File: src/rtl/core/srr_pkg.sv
// Shared types and constants for the sprite row renderer.
// Holds opcodes, register indexes, clip bounds and the read tag struct.
// No dependencies.
`default_nettype none

package srr_pkg;

	localparam int ROM_BYTES_DEF = 65536;
	localparam int BG_BYTES      = 32768;
	localparam int BG_AW         = 15;
	localparam int ROW_PIXELS    = 8;
	localparam int STEP_W        = 3;

	localparam logic [7:0] Y_FLOOR = 8'd16;
	localparam logic [7:0] Y_CEIL  = 8'd240;
	localparam logic [7:0] Y_SHIFT = 8'd17;

	localparam int FLAG_VFLIP = 7;
	localparam int FLAG_HFLIP = 6;

	typedef enum logic [1:0] {
		OP_ROM_WR = 2'd0,
		OP_BG_WR  = 2'd1,
		OP_DRAW   = 2'd2,
		OP_NOP    = 2'd3
	} op_t;

	typedef enum logic [2:0] {
		CFG_CLIP_LEFT   = 3'd0,
		CFG_CLIP_RIGHT  = 3'd1,
		CFG_CLIP_TOP    = 3'd2,
		CFG_CLIP_BOTTOM = 3'd3
	} cfg_idx_t;

	typedef struct packed {
		logic [7:0] left;
		logic [7:0] right;
		logic [7:0] top;
		logic [7:0] bottom;
	} clip_t;

	// Travels with each memory read: where the pixel lands and how to pick nibbles.
	typedef struct packed {
		logic       lst;
		logic       ok;
		logic       rnib;
		logic       bnib;
		logic [7:0] x;
		logic [7:0] y;
		logic [1:0] bank;
	} tag_t;

endpackage

`default_nettype wire

File: src/rtl/core/srr_pix.sv
// Pixel stage: takes memory read data, drops transparent or clipped pixels,
// holds one pixel back to mark the row's last, feeds the output register. Uses srr_pkg.
`default_nettype none

module srr_pix (
	input  wire logic          clk,
	input  wire logic          arst_n,
	input  wire logic          issue,
	input  wire srr_pkg::tag_t tag,
	input  wire logic [7:0]    rom_rdata,
	input  wire logic [7:0]    bg_rdata,
	output logic               take,
	output logic               out_valid,
	input  wire logic          out_ready,
	output logic [7:0]         pixel_x,
	output logic [7:0]         pixel_y,
	output logic [9:0]         pen_index,
	output logic               last_pixel
);

	logic          s1_valid_q;
	srr_pkg::tag_t tag_s1;
	logic          pend_valid_q;
	logic          pend_last_q;
	logic [7:0]    pend_x_q;
	logic [7:0]    pend_y_q;
	logic [9:0]    pend_pen_q;
	logic          out_valid_q;

	logic [3:0]    spr;
	logic [3:0]    bgn;
	logic          drawn;
	logic          s1_lst;
	logic          out_free;
	logic          pend_go;
	logic          s1_adv;

	assign spr    = tag_s1.rnib ? rom_rdata[3:0] : rom_rdata[7:4];
	assign bgn    = tag_s1.bnib ? bg_rdata[3:0] : bg_rdata[7:4];
	assign drawn  = s1_valid_q && tag_s1.ok && (spr != 4'd0);
	assign s1_lst = s1_valid_q && tag_s1.lst;

	assign out_free = !out_valid_q || out_ready;
	// Release the held pixel once a later one shows up or its row has ended.
	assign pend_go  = pend_valid_q && out_free && (pend_last_q || drawn || s1_lst);
	assign s1_adv   = s1_valid_q && (!drawn || !pend_valid_q || pend_go);
	assign take     = !s1_valid_q || s1_adv;

	always_ff @(posedge clk or negedge arst_n) begin
		if (!arst_n) begin
			s1_valid_q <= 1'b0;
		end else if (take) begin
			s1_valid_q <= issue;
		end
	end

	always_ff @(posedge clk) begin
		if (take && issue) begin
			tag_s1 <= tag;
		end
	end

	always_ff @(posedge clk or negedge arst_n) begin
		if (!arst_n) begin
			pend_valid_q <= 1'b0;
			pend_last_q  <= 1'b0;
		end else if (s1_adv && drawn) begin
			pend_valid_q <= 1'b1;
			pend_last_q  <= tag_s1.lst;
		end else if (pend_go) begin
			pend_valid_q <= 1'b0;
		end else if (s1_lst && !drawn && pend_valid_q) begin
			// Row ended with nothing more drawn while output is stalled: mark held pixel.
			pend_last_q <= 1'b1;
		end
	end

	always_ff @(posedge clk) begin
		if (s1_adv && drawn) begin
			pend_x_q   <= tag_s1.x;
			pend_y_q   <= tag_s1.y;
			pend_pen_q <= {tag_s1.bank, spr, bgn};
		end
	end

	always_ff @(posedge clk or negedge arst_n) begin
		if (!arst_n) begin
			out_valid_q <= 1'b0;
		end else if (pend_go) begin
			out_valid_q <= 1'b1;
		end else if (out_ready) begin
			out_valid_q <= 1'b0;
		end
	end

	always_ff @(posedge clk) begin
		if (pend_go) begin
			pixel_x    <= pend_x_q;
			pixel_y    <= pend_y_q;
			pen_index  <= pend_pen_q;
			last_pixel <= pend_last_q || (s1_lst && !drawn);
		end
	end

	assign out_valid = out_valid_q;

endmodule

`default_nettype wire

File: config.mk
export PLATFORM = sky130hd
export DESIGN_NAME = srr_pix
export DESIGN_NICKNAME = d
export VERILOG_FILES = /design/src/rtl/core/srr_pkg.sv /design/src/rtl/core/srr_pix.sv
export SDC_FILE = /design/constraint.sdc
export NUM_CORES = 1
export LEC_CHECK = 0
export ABC_AREA = 1
export ABC_CLOCK_PERIOD_IN_PS = 5000
export BUFFER_PORTS_ARGS = -buffer_cell sky130_fd_sc_hd__buf_2
export CORE_UTILIZATION = 45
export DETAILED_ROUTE_END_ITERATION = 10
export GPL_TIMING_DRIVEN = 0
export PLACE_DENSITY = 0.7
export SYNTH_ARGS = -nofsm -noshare
export SYNTH_HDL_FRONTEND = slang
export SYNTH_SLANG_ARGS = --single-unit
File: constraint.sdc
create_clock -name clk -period 5 [get_ports clk]
set_input_delay 0.75 -clock clk [delete_from_list [all_inputs] [get_ports clk]]
set_output_delay 0.75 -clock clk [all_outputs]
set_load 0.1 [all_outputs]
==> metrics.yaml <==
synth.area.top_cells: "edfxtp_1 86%, dfrtp_1 3.8%, nand2_1 3.6%"
p_total_uw: 2050
rsz0062_at_grt: "false"
crit_path_end_kind: "primary output"
drive_above_1_share: 0.457
seq_area_mm2: 0.00235
place_congestion: 0.671
cp-startpoint: "rom_rdata[0]"
rr_worst_depth: 9
layout_common_cells: "75 x edfxtp_1, 70 x buf_2, 25 x nand2_1"
synth.yosys.seq_area_share: 0.894
cp.depth: 9
critical_path_buf_inv_count: 3
drv_slew: 0
synth_warnings: 0
area_growth_pct: 23.5
track_usage: 0.126
path_clk_slew_ns: 0.08
final_common_cell: "edfxtp_1"
initial_core_util: 0.472
cellLeakagePower_uw: 0.00131
cp_top_family: "buffers and inverters"
crit_top_cell: "nand2_2"
antenna_left: 0
fin_nets: 256
crit_path_cell_trace: "buf_2 > nand2_1 > nand2_2 > nor2_2 > nand2_2 > nand2_4 > inv_2 > nand2_2 > buf_2"
crit_fanout: 4
crit_type: "in2out"
die_y_um: 78.5
diodes: 0
htreeDepth: 3
clock-sinks: 79
post-route-min-period_ns: 2.56
grt_pass1_wl_mm: 5.53
crit_path_start_kind: "input port"
dieArea_mm2: 0.00616
numCtsBuffers: 9
drtIter0Drc: 46
cts-hold-fix-buffers: 0
fin_worst_skew_ns: 0.00878
clock_latency_ns: 0.33
mappedNetlistArea_mm2: 0.00263
r2r-start: "tag_s1[19]"
max_cap_violations: 0
core-area_mm2: 0.00557
seqPwrFrac: 0.446
powerDensity_mw_per_mm2: 632
required_ns: 4.25
worstMarginPinSlew_ns: 0.985
drc: 0
synth_top_area_cell: "edfxtp_1"
ys_types: 13
syn-instance-count: 133
multiInputGateArea_um2: 238
status: "complete, no violations"
drtPass1Iterations: 4
hold_path.class: "in2async"
grt_max_degree: 28
cts_resized: 0
cp.arrival_ns: 1.81
placementRows: 27
netlist.area_leader.share: 0.856
routed_wl_mm: 3.50
fmax_mhz: 391
ir_worst_vdd_mv: 0.333
grt_antenna_before_repair: 0
period_share: 0.511
port_buffers: 70
setup_violations: 0
avgSynthCellArea_um2: 19.8
worst_path_max_delay_cell: "buf_2"
tns_ns: 0
clockBufferDepth: 2
cts_tree: "yes"
ys_seq_elements: 79
intPower_uw: 1150
die_x_um: 78.5
cts_setup_buffers: 0
cts-root-buf: "clkbuf_8"
hold_violations: 0
p_switching_uw: 903
fill_cells: 432
vias: 1286
sw_frac_of_total: 0.439
synth_nets: 175
io_pins: 71
relSlewSlack: 0.343
slowest_delay_ns: 0.42
post_drt_wl_per_cell_um: 12.0
grt_pass1_vias: 1285
viasPerCell: 4.42
p_clk_frac: 0.201
hpwl_mm: 2.43
grt-ovfl-total: 0
comb_power_share: 0.354
-- kinds of logic (layout without fill, tap and decap cells) --
| family | count (synthesis) | in the layout | share of synthesized area |
|---|---|---|---|
| DFF | 79 | 79 | 0.894 |
| and+or+nand+nor | 37 | 37 | 0.0642 |
| buffers and inverters | 11 | 97 | 0.0157 |
| muxes | 4 | 4 | 0.0171 |
| AOI/OAI and AO/OA | 2 | 2 | 0.00903 |
-- cells in the mapped netlist --
cell type	n
dfrtp_1	4
edfxtp_1	75
inv_1	9
inv_2	2
mux2_2	4
nand2_1	25
nand2_2	4
nand2_4	1
nand3_1	4
nand4_1	1
nor2_2	2
o21ai_0	1
o21bai_4	1
-- sequential cells by signal (all words and copies together), names as in the netlist --
name	cells
out_valid	1
last_pixel	1
pend_x_q	8
pend_valid_q	1
tag_s1	22
s1_valid_q	1
pend_y_q	8
pen_index	10
pixel_y	8
pend_last_q	1
pend_pen_q	10
pixel_x	8
-- power groups by stage --
stage / Clock, µW / Sequential, µW / Combinational, µW
2_1_floorplan: 0 / 1450 / 103
3_3_place_gp: 0 / 925 / 726
3_5_place_dp: 0 / 932 / 731
4_1_cts: 427 / 917 / 731
5_1_grt: 454 / 927 / 752
6_report: 412 / 916 / 727
-- layer usage --
| metal | wire length, µm | part of all wire | global-route usage | vias to the layer above |
|---|---|---|---|---|
| li1 | - | - | - | 643 |
| met1 | 1460 | 0.42 | 0.138 | 580 |
| met2 | 1720 | 0.49 | 0.201 | 49 |
| met3 | 184 | 0.053 | 0.0395 | 14 |
| met4 | 136 | 0.039 | 0.102 | 0 |
| met5 | 0 | 0 | 0 | - |
-- cell type report --
cell class,instances,area share
Clock buffer,9,0.0381
Clock inverter,7,0.0166
Inverter,11,0.0127
Multi-Input combinational cell,43,0.0732
Sequential cell,79,0.724
Tap cell,72,0.0277
Timing Repair Buffer,70,0.108
-- per-stage QoR --
stage	utilization	hold WS, ns	area, µm²	setup WS (ns)	instances
final	0.583	0.206	3250	2.44	291
after global routing	0.583	0.191	3250	2.33	291
after CTS	0.583	0.191	3250	2.44	291
after detailed placement	0.551	0.405	3070	2.44	275
after global placement	0.551	0.401	3070	2.46	275
after floorplan	-	0.400	2630	2.45	133
-- worst paths after layout --
kind	end	slack, ns
max in group asynchronous	pend_last_q	4.67
min in group clk	pend_x_q[0]	0.42
min reg2reg	pend_x_q[0]	0.42
min	out_valid	0.21
max	take	2.44
max reg2reg	pen_index[3]	2.84
Note: power is estimated with default switching activity, not from simulation.
