$ cat src/rtl/core/srr_pkg.sv
// Shared types and constants for the sprite row renderer.
// Holds opcodes, register indexes, clip bounds and the read tag struct.
// No dependencies.
`default_nettype none

package srr_pkg;

	localparam int ROM_BYTES_DEF = 65536;
	localparam int BG_BYTES      = 32768;
	localparam int BG_AW         = 15;
	localparam int ROW_PIXELS    = 8;
	localparam int STEP_W        = 3;

	localparam logic [7:0] Y_FLOOR = 8'd16;
	localparam logic [7:0] Y_CEIL  = 8'd240;
	localparam logic [7:0] Y_SHIFT = 8'd17;

	localparam int FLAG_VFLIP = 7;
	localparam int FLAG_HFLIP = 6;

	typedef enum logic [1:0] {
		OP_ROM_WR = 2'd0,
		OP_BG_WR  = 2'd1,
		OP_DRAW   = 2'd2,
		OP_NOP    = 2'd3
	} op_t;

	typedef enum logic [2:0] {
		CFG_CLIP_LEFT   = 3'd0,
		CFG_CLIP_RIGHT  = 3'd1,
		CFG_CLIP_TOP    = 3'd2,
		CFG_CLIP_BOTTOM = 3'd3
	} cfg_idx_t;

	typedef struct packed {
		logic [7:0] left;
		logic [7:0] right;
		logic [7:0] top;
		logic [7:0] bottom;
	} clip_t;

	// Travels with each memory read: where the pixel lands and how to pick nibbles.
	typedef struct packed {
		logic       lst;
		logic       ok;
		logic       rnib;
		logic       bnib;
		logic [7:0] x;
		logic [7:0] y;
		logic [1:0] bank;
	} tag_t;

endpackage

`default_nettype wire

$ cat src/rtl/core/srr_seq.sv
// Item intake and read sequencer: drives memory writes, steps a draw over eight pixels.
// Depends on srr_pkg.
`default_nettype none

module srr_seq #(
	parameter int ROM_BYTES = srr_pkg::ROM_BYTES_DEF
) (
	input  wire logic                         clk,
	input  wire logic                         arst_n,
	input  wire logic                         in_valid,
	output logic                              in_ready,
	input  wire logic [1:0]                   opcode,
	input  wire logic [15:0]                  address,
	input  wire logic [7:0]                   write_byte,
	input  wire logic [7:0]                   attr_flags,
	input  wire logic [7:0]                   image_low,
	input  wire logic [7:0]                   sprite_top,
	input  wire logic [7:0]                   sprite_left,
	input  wire logic [3:0]                   row_index,
	input  wire logic [1:0]                   line_bank,
	input  wire srr_pkg::clip_t               clip,
	input  wire logic                         take,
	output logic                              issue,
	output srr_pkg::tag_t                     tag,
	output logic                              rom_we,
	output logic [$clog2(ROM_BYTES)-1:0]      rom_waddr,
	output logic [7:0]                        rom_wdata,
	output logic [$clog2(ROM_BYTES)-1:0]      rom_raddr,
	output logic                              bg_we,
	output logic [srr_pkg::BG_AW-1:0]         bg_waddr,
	output logic [7:0]                        bg_wdata,
	output logic [srr_pkg::BG_AW-1:0]         bg_raddr
);

	localparam int RA = $clog2(ROM_BYTES);
	localparam int WA = (RA > 16) ? RA : 16;

	logic                       busy_q;
	logic [srr_pkg::STEP_W-1:0] step_q;
	logic [10:0]                img_q;
	logic [3:0]                 rsel_q;
	logic                       hflip_q;
	logic [7:0]                 left_q;
	logic [7:0]                 y_q;
	logic                       yok_q;
	logic [1:0]                 bank_q;

	logic                       accept;
	logic                       is_draw;
	logic                       last_step;
	logic [7:0]                 y_new;
	logic [7:0]                 y_min;
	logic [7:0]                 y_max;
	logic [srr_pkg::STEP_W-1:0] src;
	logic [16:0]                rom_full;
	logic [8:0]                 x_sum;
	logic                       x_in;
	logic [15:0]                bg_idx;
	logic [WA-1:0]              addr_ext;

	assign accept    = in_valid && in_ready;
	assign is_draw   = srr_pkg::op_t'(opcode) == srr_pkg::OP_DRAW;
	assign last_step = step_q == srr_pkg::STEP_W'(srr_pkg::ROW_PIXELS - 1);
	assign issue     = busy_q && take;
	// Next item may enter while the final read of this row goes out.
	assign in_ready  = !busy_q || (issue && last_step);

	assign y_new = sprite_top + srr_pkg::Y_SHIFT + {4'd0, row_index};
	assign y_min = (clip.top < srr_pkg::Y_FLOOR) ? srr_pkg::Y_FLOOR : clip.top;
	assign y_max = (clip.bottom > srr_pkg::Y_CEIL) ? srr_pkg::Y_CEIL : clip.bottom;

	always_ff @(posedge clk or negedge arst_n) begin
		if (!arst_n) begin
			busy_q <= 1'b0;
			step_q <= '0;
		end else if (accept && is_draw) begin
			busy_q <= 1'b1;
			step_q <= '0;
		end else if (issue) begin
			step_q <= step_q + 1'b1;
			if (last_step) begin
				busy_q <= 1'b0;
			end
		end
	end

	always_ff @(posedge clk) begin
		if (accept && is_draw) begin
			img_q   <= {attr_flags[2:0], image_low};
			rsel_q  <= attr_flags[srr_pkg::FLAG_VFLIP] ? ~row_index : row_index;
			hflip_q <= attr_flags[srr_pkg::FLAG_HFLIP];
			left_q  <= sprite_left;
			y_q     <= y_new;
			yok_q   <= (y_new >= y_min) && (y_new <= y_max);
			bank_q  <= line_bank;
		end
	end

	// Source pixel in the row: reversed under horizontal flip.
	assign src      = hflip_q ? ~step_q : step_q;
	assign rom_full = {img_q, rsel_q, src[2:1]};
	assign rom_raddr = rom_full[RA-1:0];

	assign x_sum  = {1'b0, left_q} + {6'd0, step_q};
	assign x_in   = !x_sum[8] && (x_sum[7:0] >= clip.left) && (x_sum[7:0] <= clip.right);
	assign bg_idx = 16'({y_q, 8'h00} + {7'd0, x_sum});
	assign bg_raddr = bg_idx[15:1];

	always_comb begin
		tag.lst  = last_step;
		tag.ok   = yok_q && x_in;
		tag.rnib = src[0];
		tag.bnib = bg_idx[0];
		tag.x    = x_sum[7:0];
		tag.y    = y_q;
		tag.bank = bank_q;
	end

	assign addr_ext  = WA'(address);
	assign rom_we    = accept && (srr_pkg::op_t'(opcode) == srr_pkg::OP_ROM_WR);
	assign rom_waddr = addr_ext[RA-1:0];
	assign rom_wdata = write_byte;
	assign bg_we     = accept && (srr_pkg::op_t'(opcode) == srr_pkg::OP_BG_WR);
	assign bg_waddr  = address[srr_pkg::BG_AW-1:0];
	assign bg_wdata  = write_byte;

endmodule

`default_nettype wire

$ cat config.mk
export PLATFORM = sky130hd
export DESIGN_NAME = srr_seq
export DESIGN_NICKNAME = d
export VERILOG_FILES = /design/src/rtl/core/srr_pkg.sv /design/src/rtl/core/srr_seq.sv
export SDC_FILE = /design/constraint.sdc
export NUM_CORES = 1
export LEC_CHECK = 0
export BUFFER_PORTS_ARGS = -buffer_cell sky130_fd_sc_hd__buf_2
export CAP_MARGIN = 20
export CORE_MARGIN = 2
export CORE_UTILIZATION = 43
export DETAILED_ROUTE_END_ITERATION = 8
export GPL_TIMING_DRIVEN = 0
export PLACE_DENSITY = 0.82
export SYNTH_ARGS = -nofsm -noshare
export SYNTH_HDL_FRONTEND = slang
export SYNTH_SLANG_ARGS = --single-unit
$ cat constraint.sdc
create_clock -name clk -period 4.3 [get_ports clk]
set_clock_uncertainty 0.1 [all_clocks]
set_input_delay 0 -clock clk [delete_from_list [all_inputs] [get_ports clk]]
set_output_delay 0 -clock clk [all_outputs]
set_load 0.005 [all_outputs]
==> impl_results.md <==
* Status: complete, no violations
* Final instance area at 4530 sq um
* Part of the cycle the worst path needs at 74.1%
* Cell row count at 30
* P_sw at 0.464 mW
* Setup crit end kind: primary output
* Setup slack after layout at 1110 ps
* Critical Path RT at 4200 ps
* Routed WL at 8090 microns
* CTS max path bufs at 2
* Seq pwr share at 32.3%
* Startpoint Class: flop
* Root Driver: clkbuf_8
* Die width at 88.0 microns
* Final GP Congestion at 0.881
* Switching share of power at 31.3%
* Clock sinks at 38
* TNS Setup at 0 ps
* Final hold vios at 0
* GRT Residual Overflow at 0
* I/O pin count at 204
* FF+latch count, synth at 38
* Register area share after synthesis at 37.0%
* Worst-Margin Slew at 405 ps
* Post-Syn Area at 3030 sq um
* Cell-internal power at 1.02 mW
* Cells on worst reg2reg path at 8
* Hold path depth at 2
* Vias at 2762
* R2r endpoint: rsel_q[2]$_DFFE_PP_
* First-pass GRT wire length at 12200 microns
* Hpwl dp at 6510 microns
* Crit-path cells: ha_1, a21o_1, a21oi_1, nor3_1, xor2_1, ha_1, nand4_1, and3b_1, a2111oi_2, buf_2
* Clock power share at 23.8%
* Core ar. at 6790 sq um
* Initial Utilization at 44.6%
* Initial antenna violation count at 0
* Max Clk Rate at 314 MHz
* Fraction of layout cells with a size suffix above 1 at 47.7%
* Number of max-cap violations at 0
* Most frequent CP cell: ha_1
* R2r setup slk at 2090 ps
* Comb power frac at 44.0%
* Post-synth top area share at 33.7%
* Worst path bufs/invs at 1
* Finish-stage setup viols at 0
* Area Overhead vs Synth at 49.4%
* Crit path max fanout at 5
* Hold/Removal Path Class: primary input to flop
* Ys Warns at 0
* Fillers at 539
* Critical path type: flop to primary output
* Hold Path End: rsel_q[1]$_DFFE_PP_
* Hold wc startpoint: attr_flags[7]
* Yosys top cell by area: edfxtp_1
* Min Tclk post-route at 3190 ps
* Synth cell types at 36
* Post-place setup slack at 1430 ps
* Clock Latency Late Sink at 280 ps
* PortBufs at 175
* Slew HR at 72.8%
* Drt via density at 4.54
* Leak at 2.39 nW
* Postcts setup bufs at 0
* RSZ-0062 raised after global routing: no
* CP top delay family: compound AO/OA/AOI/OAI gates
* Remaining antenna violation count at 0
* Num CTS Buffers at 5
* Pin count of the biggest net entering global routing at 21
* Routed len/inst at 13.3 microns
* Drt pass-1 iters at 4
* Final #Nets at 656
* DR iter-0 viols at 93
* Drc violations at 0
* Synth top area cells: edfxtp_1 34%, ha_1 18%, buf_4 14%, xor2_1 4.6%, inv_1 3.8%
* Power Dens Cells at 327 nW/um^2
* H-tree lvl count at 2
* Slew Limit Fails at 0
* Syn avg cell area at 10.3 sq um
* CTS clk-pin slew, worst paths at 80 ps
* Area post-placement at 4080 sq um
* Antenna diodes at 0
* Chip Height at 88.0 microns
* Die Area at 7740 sq um
* CP Data Arrival Time at 3090 ps
* Crit Reg-Reg Startpoint: step_q[1]$_DFFE_PN0P_
* Post-synthesis net count at 440
* Slowest stage cell, crit path: dfrtp_1
* CTS tree: built
* GRT Total Usage at 20.2%
* Max VDD drop at 0.184 mV
* Vias in the first global route at 2764
* Mapped Cells at 295
* Critical path's largest stage delay at 480 ps
[metal layers]
layer / GRT usage (%) / vias up / routed length [microns]
met5: 0 / - / 0
met4: 5.73 / 0 / 129
met3: 2.73 / 13 / 358
met2: 39.3 / 88 / 4570
met1: 22.7 / 1267 / 3030
li1: - / 1394 / -
[sequential cells by signal (all words and copies together) (netlist names), 2 cells and up]
name / flops
rsel_q: 4
img_q: 10
step_q: 3
y_q: 8
left_q: 8
bank_q: 2
[cells by family after synthesis]
| kind of cell | Yosys count | synth area share [%] |
|---|---|---|
| AOI/OAI and AO/OA | 39 | 8.09 |
| xor gates and xnor gates | 27 | 7.80 |
| adders and majority gates | 45 | 19.1 |
| buffers and inverters | 87 | 17.7 |
| DFF | 38 | 37.0 |
| and+or+nand+nor | 59 | 10.4 |
[how the worst max path moves through the flow]
stage	slack (ps)	start	endpoint	cells past startpoint
2_1_floorplan	1270	step_q[1]$_DFFE_PN0P_	bank_q[0]$_DFFE_PP_	6
3_3_place_gp	750	step_q[1]$_DFFE_PN0P_	rsel_q[2]$_DFFE_PP_	6
3_5_place_dp	1430	step_q[1]$_DFFE_PN0P_	tag[20]	10
4_1_cts	1100	step_q[1]$_DFFE_PN0P_	tag[20]	10
5_1_grt	900	step_q[1]$_DFFE_PN0P_	tag[20]	10
6_report	1110	step_q[1]$_DFFE_PN0P_	tag[20]	10
[placed cells by master, fill, tap and decap left out, types with 2 or more instances in the layout]
cell           synthesis  routed
inv_1                 31      31
and2_1                 2       2
fa_1                   2       2
o21ai_0                7       7
nand4_1                8       8
dlygate4sd3_1          0      32
nand2b_1               2       2
buf_2                  0     175
a21o_1                 7       7
a21oi_1               16      16
bufinv_16              0       2
o21a_1                 2       2
ha_1                  43      43
buf_4                 56      56
clkbuf_8               0       5
nor2b_1                4       4
nand2_1               23      23
dfrtp_1                4       4
xnor2_1               11      11
nor3_1                 2       2
nand3_1                2       2
nor2_1                 7       7
edfxtp_1              34      34
xor2_1                16      16
[power groups by stage]
stage / logic (mW) / registers (mW) / clock network, mW
after floorplan: 0.387 / 0.478 / 0
after global placement: 0.585 / 0.482 / 0
after detailed placement: 0.624 / 0.483 / 0
after CTS: 0.651 / 0.475 / 0.358
after global routing: 0.746 / 0.482 / 0.373
final: 0.651 / 0.478 / 0.352
[cells in the mapped netlist]
cell type / number
o21ai_1: 1
or4_1: 1
nand2b_4: 1
o31ai_1: 1
and3_1: 1
edfxtp_1: 34
nor3_1: 2
and3b_1: 1
o211ai_1: 1
dfrtp_1: 4
fa_1: 2
xor2_1: 16
ha_1: 43
nand2_1: 23
nor3b_1: 1
nand3_1: 2
and4_1: 1
nor2b_1: 4
o21a_1: 2
nand2b_1: 2
a2111oi_2: 1
xnor2_1: 11
or3_1: 1
a211oi_1: 1
and3_4: 1
o2111a_1: 1
inv_1: 31
o22a_1: 1
a21o_1: 7
nor2_1: 7
nor3b_2: 1
o21ai_0: 7
buf_4: 56
and2_1: 2
nand4_1: 8
a21oi_1: 16
[repair_timing]
action	4_1_cts	5_1_grt
resized for setup	0	0
hold buffers	32	0
endpoints found under the hold margin	33	0
endpoints found under the setup margin	0	0
[metrics by stage]
step	std cells	power [mW]	utilization, %	hold slack, ps
global placement	566	1.07	59.3	-290
detailed placement	568	1.11	60.0	-284
floorplan	295	0.865	-	-396
finish	608	1.48	66.7	11.7
CTS	608	1.48	66.7	0.161
global route	608	1.60	66.7	15.6
[layout make-up]
type | count | area, sq um | area share (%)
plain buffers | 56 | 420 | 9.28
well taps | 96 | 120 | 2.65
repair buffers | 209 | 1240 | 27.3
clock buffers | 5 | 68.8 | 1.52
multi-input cells | 170 | 1380 | 30.5
clock inverters | 3 | 63.8 | 1.41
inverters | 31 | 116 | 2.57
flip-flops and latches | 38 | 1120 | 24.7
Note: power is estimated with default switching activity, not from simulation.
